$ cat config.mk
export PLATFORM = sky130hd
export DESIGN_NAME = bsp_ram
export DESIGN_NICKNAME = d
export VERILOG_FILES = /design/src/rtl/bsp_ram.sv
export SDC_FILE = /design/constraint.sdc
export NUM_CORES = 2
export LEC_CHECK = 0
export BUFFER_PORTS_ARGS = -buffer_cell sky130_fd_sc_hd__buf_4
export CORE_ASPECT_RATIO = 1.75
export CORE_MARGIN = 1
export CORE_UTILIZATION = 36
export CTS_CLUSTER_DIAMETER = 30
export DETAILED_ROUTE_END_ITERATION = 7
export PLACE_DENSITY_LB_ADDON = 0.15
export REMOVE_ABC_BUFFERS = 1
export SLEW_MARGIN = 20
export SYNTH_ARGS = -nofsm -noshare
export SYNTH_HDL_FRONTEND = slang
export SYNTH_SLANG_ARGS = --single-unit
$ cat constraint.sdc
create_clock -name clk -period 6.2 [get_ports clk]
set_input_delay 0.93 -clock clk [delete_from_list [all_inputs] [get_ports clk]]
set_output_delay 0.93 -clock clk [all_outputs]
set_load 0.005 [all_outputs]
$ cat src/rtl/bsp_ram.sv
// Generic single-port-write, single-read RAM with registered read.
module bsp_ram #(
  parameter int WIDTH = 64,
  parameter int DEPTH = 64
) (
  input  logic                     clk,
  input  logic                     we,
  input  logic [$clog2(DEPTH)-1:0] waddr,
  input  logic [WIDTH-1:0]         wdata,
  input  logic [$clog2(DEPTH)-1:0] raddr,
  output logic [WIDTH-1:0]         rdata
);
  logic [WIDTH-1:0] mem [DEPTH];

  always_ff @(posedge clk) begin
    if (we) mem[waddr] <= wdata;
    rdata <= mem[raddr];
  end
endmodule

==> flow_summary.yaml <==
layout:
  area_growth_pct: 18.8
  final_common_cell: "edfxtp_1"
  drive_gt1_frac: 0.323
  finish.utilization: 0.430
  final_cell_mix: "edfxtp_1 (4096), mux4_2 (1024), clkbuf_16 (587)"
  nets: 7278
  design_area_um2: 186000
power:
  p_comb_frac: 0.041
  power.leakage_nw: 58.3
  p_sw_frac: 0.218
  ir_drop_v: 0.000238
  cell_internal_pwr_mw: 52.7
  p_sw_mw: 14.7
  power_density_nw_per_um2: 363
  clockPowerShare: 0.495
  p_seq_frac: 0.464
sta:
  relSlewSlack: 0.161
  setup_violations: 0
  finalCritPeriodShare: 0.547
  slew_violations: 0
  worstMarginPinSlew_ps: 1260
  whs_ps: 483
  fmax_mhz: 295
  clock-skew-final_ps: 53.5
  rsz0062_at_grt: "no"
  final.min_clock_period_ps: 3390
  timing.final.hold_violations: 0
run:
  maxCapViolCount: 0
yosys:
  yosysTopAreaCell: "edfxtp_1"
  synth.area.top_cells: "edfxtp_1 (79%), mux4_2 (15%), mux2i_1 (0.86%), dfxtp_1 (0.82%), a22oi_1 (0.81%)"
  yosysSeqAreaShare: 0.795
  synthCells: 6598
  synth_edf_count: 4096
  synth_area_um2: 156000
  ys_types: 33
  synth_async_sr_flop_share: 0
  synth_ff_type: "edfxtp_1"
  avgSynthCellArea_um2: 23.7
  synth_top_cell_area_share: 0.787
  synth-seq-cells: 4160
  synth_warnings: 0
grt:
  grt-ovfl-total: 0
  antenna_found_initial: 21
  grt_pass1_wl_mm: 659
  grt_max_degree: 123
  grt_pass1_vias: 80048
  track_usage: 0.218
critical_path:
  startpoint_type: "input pin"
  critical_path_required_ps: 7000
  reg2reg_slack_ps: 3700
  crit_end: "rdata[19]"
  crit_path_end_kind: "flip-flop"
  regToRegStartpoint: "mem[56][63]"
  crit_path_start: "raddr[0]"
  cp.arrival_ps: 4200
  crit_type: "in2reg"
  crit_path_max_fanout: 77
  rr_worst_depth: 4
  regToRegEndpoint: "rdata[63]"
cts:
  cts_buffer_depth: 4
  cts-root-buf: "clkbuf_16"
  cts_resized: 0
  clock_sinks: 4160
  cts_htree_levels: 6
  postCtsSetupBuffers: 0
  clk_latency_ps: 970
  cts_buffers: 567
  hold_buffers: 0
  cts_tree: "built"
  clk_pin_slew_ps: 60
place:
  place.gp.congestion: 0.761
  io_buffers: 141
  place_area_um2: 166000
  hpwl_mm: 262
floorplanning:
  ioPinCount: 142
  initial_utilization: 0.362
  die_h_um: 874
  die_w_um: 500
  die-area_um2: 437000
  core_um2: 432000
  num_rows: 319
drt:
  drc_errors: 0
  vias: 74979
  drt-total-wl_mm: 479
  via_per_inst: 5.58
  ant_nets: 0
  drt_iter0_markers: 7039
  drtPass1Iterations: 5
  wl_per_cell_um: 35.6
worst_hold_path:
  worstHoldStart: "wdata[25]"
  hp-class: "in2reg"
status:
  status: "complete, no violations"
-- how the worst min path moves through the flow --
stage / endpoint / slack (ps) / cells past startpoint
global placement: rdata[48] / 820 / 4
detailed placement: rdata[16] / 830 / 4
global route: mem[26][25] / 460 / 1
floorplan: rdata[61] / 790 / 4
finish: mem[26][25] / 480 / 1
CTS: mem[16][31] / 410 / 1
-- power by group through the flow --
stage	Sequential, mW	Clock [mW]	Combinational [mW]
after floorplan	31.8	0	1.13
final	31.3	33.3	2.76
after global placement	31.9	0	2.79
after CTS	31.3	33.9	2.83
after global routing	31.3	34.9	2.93
after detailed placement	31.9	0	2.83
-- area by class of cell --
cell class                 instances  area, µm²
timing repair buffer             403       3960
sequential                      4160     124000
fill                           37146     246000
tap                             5778       7230
clock buffer                     643      15000
inverter                          19       71.3
multi-input combinational       2049      30800
antenna                            3       7.51
clock inverter                   393       4420
-- sequential cells by signal (all words and copies together), names as in the netlist --
signal / flops
mem: 4096
rdata: 64
-- metal layers --
metal	up-vias	global-route usage	wire length [µm]
li1	29876	-	-
met1	41895	0.258	178000
met5	-	0	68
met4	10	0.0645	14400
met2	2436	0.404	262000
met3	762	0.0347	24600
-- through the flow --
stage	setup WS, ps	TNS [ps]	std cells	total power [mW]
3_3_place_gp	1700	0	12408	34.6
2_1_floorplan	-29.7	-3380	6228	32.9
4_1_cts	2760	0	13444	68.0
3_5_place_dp	1720	0	12408	34.7
5_1_grt	2680	0	13446	69.1
6_report	2810	0	13448	67.3
-- cells in the mapped netlist (all sizes together) (2+ instances only) --
cell	number
dfxtp	64
o221ai	38
a22o	88
inv	19
or3	29
nand3b	2
nand4	2
clkbuf	140
edfxtp	4096
a211oi	63
nor2	112
mux2i	135
nand2b	11
a22oi	168
a2bb2oi	19
or2	28
nand2	58
buf	230
and2	3
nor2b	28
a31oi	18
and3	64
mux4	1024
nor3	2
o22ai	83
a41oi	26
nand3	45
-- critical path, cell delays in order --
cell and delay (ps):
buf_16 340, buf_12 420, buf_4 390, mux4_2 540, mux2i_1 240, o22ai_1 120
a41oi_1 700, a211oi_1 90
-- cell families after synthesis --
| logic type | synth area share |
|---|---|
| simple gates | 0.0124 |
| mux | 0.156 |
| compound gates | 0.0248 |
| flops | 0.795 |
| buf+inv | 0.0118 |
Power figures use the tool's default switching activity.
