`src/rtl/bsp_pkg.sv`:
```
// Shared types and constants for the bitmap shape plotter.
package bsp_pkg;

  localparam int MAX_WIDTH  = 64;
  localparam int MAX_HEIGHT = 64;
  localparam int ROW_W      = 64;
  localparam int ADDR_W     = 6;

  localparam logic [1:0] CMD_SQUARE   = 2'd0;
  localparam logic [1:0] CMD_LINE     = 2'd1;
  localparam logic [1:0] CMD_TRIANGLE = 2'd2;

  localparam logic REG_WIDTH  = 1'b0;
  localparam logic REG_HEIGHT = 1'b1;

  // Latched request, with coordinates sign-extended to 9 bits.
  typedef struct packed {
    logic [1:0]        cmd;
    logic signed [8:0] xa;
    logic signed [8:0] ya;
    logic signed [8:0] xb;
    logic signed [8:0] yb;
    logic [6:0]        len;
    logic              right;
    logic              down;
  } req_t;

  // Clamp a 7-bit register to 1..max.
  function automatic logic [6:0] eff_dim(input logic [6:0] v);
    logic [6:0] d;
    d = v;
    if (d == 7'd0) d = 7'd1;
    if (d > 7'd64) d = 7'd64;
    return d;
  endfunction

endpackage

```
`src/rtl/bsp_row_mask.sv`:
```
// Computes the pixel mask one shape adds to a given row.
module bsp_row_mask (
  input  bsp_pkg::req_t      req,
  input  logic [6:0]         w,
  input  logic [6:0]         h,
  input  logic [5:0]         row,
  output logic [63:0]        mask
);
  import bsp_pkg::*;

  logic signed [9:0] r, lo, hi, dx, dy, adx, xc;
  logic signed [9:0] xa, ya, xb, yb, ln;
  logic signed [9:0] k;
  logic [63:0]       wmask;
  logic              hit;

  // Span [lo,hi] of columns in this row, then clip to height and width.
  always_comb begin
    xa  = 10'(req.xa);
    ya  = 10'(req.ya);
    xb  = 10'(req.xb);
    yb  = 10'(req.yb);
    ln  = $signed({3'd0, req.len});
    r   = {4'd0, row};
    lo  = 10'sd0;
    hi  = -10'sd1;
    dx  = xb - xa;
    dy  = yb - ya;
    adx = dx < 0 ? -dx : dx;
    k   = 10'sd0;
    xc  = 10'sd0;
    hit = 1'b0;
    case (req.cmd)
      CMD_SQUARE: begin
        if (r >= ya && r < ya + ln) begin
          lo = xa;
          hi = xa + ln - 10'sd1;
        end
      end
      CMD_LINE: begin
        if (xa == xb) begin
          if ((r >= ya && r <= yb) || (r >= yb && r <= ya)) begin
            lo = xa;
            hi = xa;
          end
        end else if (ya == yb) begin
          if (r == ya) begin
            lo = xa < xb ? xa : xb;
            hi = xa < xb ? xb : xa;
          end
        end else begin
          k = (dy > 0) ? r - ya : ya - r;
          hit = (k >= 0) && (k <= adx);
          xc = (dx > 0) ? xa + k : xa - k;
          if (hit) begin
            lo = xc;
            hi = xc;
          end
        end
      end
      CMD_TRIANGLE: begin
        k = req.down ? r - ya : ya - r;
        if (k >= 0 && k < ln) begin
          if (req.right) begin
            lo = xa;
            hi = xa + ln - k - 10'sd1;
          end else begin
            lo = xa - ln + k + 10'sd1;
            hi = xa;
          end
        end
      end
      default: ;
    endcase
    if (r >= $signed({3'd0, h})) hi = -10'sd1;
    if (hi >= $signed({3'd0, w})) hi = $signed({3'd0, w}) - 10'sd1;
    if (lo < 0) lo = 10'sd0;
  end

  // Column range mask: set the bits from lo to hi.
  always_comb begin
    for (int i = 0; i < 64; i++) begin
      wmask[i] = ($signed(10'(i)) >= lo) && ($signed(10'(i)) <= hi);
    end
    mask = wmask;
  end
endmodule
```
`config.mk`:
```
export PLATFORM = sky130hd
export DESIGN_NAME = bsp_row_mask
export DESIGN_NICKNAME = d
export VERILOG_FILES = /design/src/rtl/bsp_pkg.sv /design/src/rtl/bsp_row_mask.sv
export SDC_FILE = /design/constraint.sdc
export NUM_CORES = 1
export LEC_CHECK = 0
export BUFFER_PORTS_ARGS = -buffer_cell sky130_fd_sc_hd__buf_4
export CORE_ASPECT_RATIO = 1.1
export CORE_MARGIN = 3
export CORE_UTILIZATION = 40
export DETAILED_ROUTE_END_ITERATION = 8
export PLACE_DENSITY = 0.69
export SLEW_MARGIN = 20
export SYNTH_ARGS = -nofsm -noshare
export SYNTH_HDL_FRONTEND = slang
export SYNTH_SLANG_ARGS = --single-unit
export TNS_END_PERCENT = 5
```
`constraint.sdc`:
```
create_clock -name vclk -period 26.9
set_input_delay 2.69 -clock vclk [all_inputs]
set_output_delay 2.69 -clock vclk [all_outputs]
set_load 0.005 [all_outputs]
```
==> summary.txt <==
Floorplanning
  – Top Ports: between 100 and 150
  – Die area: approximately 26000 um2
  – Initial Utilization: between 40% and 50%
  – Core area: between 20000 and 25000 um2
  – Die height: around 170 um
  – Num rows: 58
  – Die Width: 153 um

STA
  – Relative slew margins: 22.4%
  – Setup ws final: roughly 12 ns
  – Fin crit period: between 15 and 20 ns
  – Finish-stage setup viols: 0
  – Slew Limit Fails: 0
  – Setup_tns: 0 ns
  – Period utilisation layout: between 50% and 60%
  – Setup repair after global routing missed its margin: false
  – Worst-margin pin slew: 1.16 ns
  – Final hold vios: 0
  – Worst hold slack: around 6.0 ns
  – Fmax achieved: around 66 MHz

Cells and area
  – Register area: 0 um2
  – Seq_cells: 0
  – Final Instance Area: roughly 11000 um2
  – Core Util, Final: 46.7%
  – Share of cells above drive strength 1: 14.7%
  – Nets: around 1700
  – # fillers: around 2400
  – ANT cells: 0
  – CLK BUF: 0
  – Area grow syn2layout: 13.1%
  – Area of the multi-input gates: approximately 9000 um2

Power and ir drop
  – Comb power frac: between 90% and 100%
  – Psw: roughly 0.00030 W
  – Cell Pwr Density: roughly 45 nW/um2
  – VDD IR-drop max: ~0.000025 V
  – Net Sw Frac: roughly 60%
  – Clock power frac: 0%
  – Internal power: 0.000187 W
  – Leak: between 4 and 5 nW
  – Register share of total power: 0%

Logic synthesis
  – Count leader, synth: ha_1
  – Mapped Nets: ~1600
  – Top cell type's share of synthesized area: roughly 16%
  – Avg Cell Area, Syn: 6.99 um2
  – Sequential area share after synthesis: 0%
  – Leading area contributor after synthesis: ha_1
  – List of most frequent post-synthesis cells: ha_1 (122), nor2_1 (112), a21oi_1 (108)
  – Cell Area, Synth: roughly 9600 um2
  – Synth top area cells: ha_1 (16%), a21oi_1 (5.7%), o21ai_0 (4.8%)
  – Synth Warn #: 0
  – Mapped Cells: roughly 1400
  – Synth unique cells: 103

Placed design
  – Routability congestion estimate: roughly 1.0
  – Post-DP HPWL: ~30000 um
  – Total placed instance area: about 11000 um2
  – Worst slack, placed: between 10 and 15 ns
  – # port buffers: about 130

Drt
  – DRC: 0
  – Post-route ant nets: 0
  – Number of vias per cell: about 6.6
  – Initial DRT Pass Iterations: 8
  – DR iter-0 viols: 1296
  – Via count: 11600
  – Drt total wl: approximately 37000 um
  – WL/cell: approximately 21 um

Worst setup path
  – Worst-path fanout max: 30
  – Startpoint class of the critical path: primary input
  – CP Capture Type: output pin
  – CP Class: primary input to output pin
  – Crit. Startpoint: req[27]
  – CP required: about 24 ns
  – CP max stage cell: o21ai_1
  – Worst stage delay on the critical path: between 0.7 and 0.8 ns
  – Worst EP arrival: approximately 12 ns

Global route
  – Vias in the first global route: ~11000
  – Largest net degree at the start of global routing: 31
  – Initial antenna violation count: 1
  – First-pass GRT wire length: about 59000 um
  – Grt ovf: 0
  – Total global routing track utilization: around 27%

Clock network
  – Number of setup buffers added after CTS: 0
  – Hold_buf cts: 0
  – Cts repair resizes: 0

Job
  – Total of max-cap violations: 0

Worst hold path
  – Hold Startpoint: w[3]
  – Worst Hold Class: primary input to output pin

Outcome
  – Status: completed
==> critical path: cells and delay by family <==
kind                       cells  cell delay, ns
AOI/OAI and AO/OA             11            3.26
and+or+nand+nor               12            3.13
adders and majority gates      4            1.23
muxes                          3            1.10
buffers and inverters          4            0.59
xor gates and xnor gates       1            0.36
==> through the flow <==
step,power [W],cells
after floorplan,0.000328,1367
after global placement,0.000463,1767
after CTS,0.000471,1767
after detailed placement,0.000469,1767
final,0.000482,1767
after global routing,0.000526,1767
==> metal layers <==
layer | up-vias | global-route usage [%] | part of all wire [%]
met1 | 5371 | 37.0 | 42
met5 | - | 0 | 0.053
met4 | 2 | 8.26 | 4.0
met3 | 135 | 3.24 | 9.1
met2 | 664 | 44.9 | 45
li1 | 5414 | - | -
==> power by group through the flow <==
stage	sequential (W)	combinational, W	clock, W
after floorplan	0	0.000328	0
after global placement	0	0.000463	0
after detailed placement	0	0.000469	0
after CTS	0	0.000471	0
after global routing	0	0.000526	0
final	0	0.000482	0
==> cell families after synthesis <==
kind of cell	after synthesis	synth area share, %
compound gates	509	38.1
xor+xnor	72	6.83
fa+ha+maj	138	19.2
buf+inv	147	6.09
mux	44	4.87
simple gates	457	24.9
==> worst paths after layout <==
| kind | endpoint | slack, ns | cells after the start |
|---|---|---|---|
| setup / recovery | mask[21] | 11.86 | 35 |
| hold / removal | mask[9] | 5.97 | 5 |
==> cell usage in the layout, fill, tap and decap left out, types with 7 or more instances in the layout <==
cell / Yosys / routed
a221oi_1: 19 / 19
o21ai_1: 13 / 13
nand4_1: 11 / 11
or3_1: 12 / 12
inv_1: 103 / 103
nand3_1: 45 / 45
o2111ai_1: 7 / 7
a211oi_1: 37 / 37
or2_2: 13 / 13
a31oi_1: 16 / 16
fa_1: 15 / 15
buf_4: 1 / 140
o22ai_1: 9 / 9
nand2_1: 98 / 98
nand2b_1: 25 / 25
xor2_1: 22 / 22
o21ai_0: 91 / 91
a21oi_1: 108 / 108
a311oi_1: 14 / 14
ha_1: 122 / 122
mux2i_1: 31 / 31
mux2_2: 10 / 10
o31ai_1: 14 / 13
a21o_1: 28 / 28
nor2b_1: 18 / 18
nor3_1: 42 / 42
xnor2_1: 48 / 48
nor4_1: 10 / 10
or4_1: 8 / 8
o211ai_1: 21 / 21
and2_1: 14 / 14
o21bai_1: 7 / 7
o21a_1: 22 / 22
a211o_1: 8 / 8
nor2_1: 112 / 112
and3_1: 10 / 10
==> cell type report <==
class	instances	area share, %
timing repair buffer	140	9.72
inverter	107	3.71
multi-input combinational	1220	83.1
tap	300	3.47
Power figures use the tool's default switching activity.
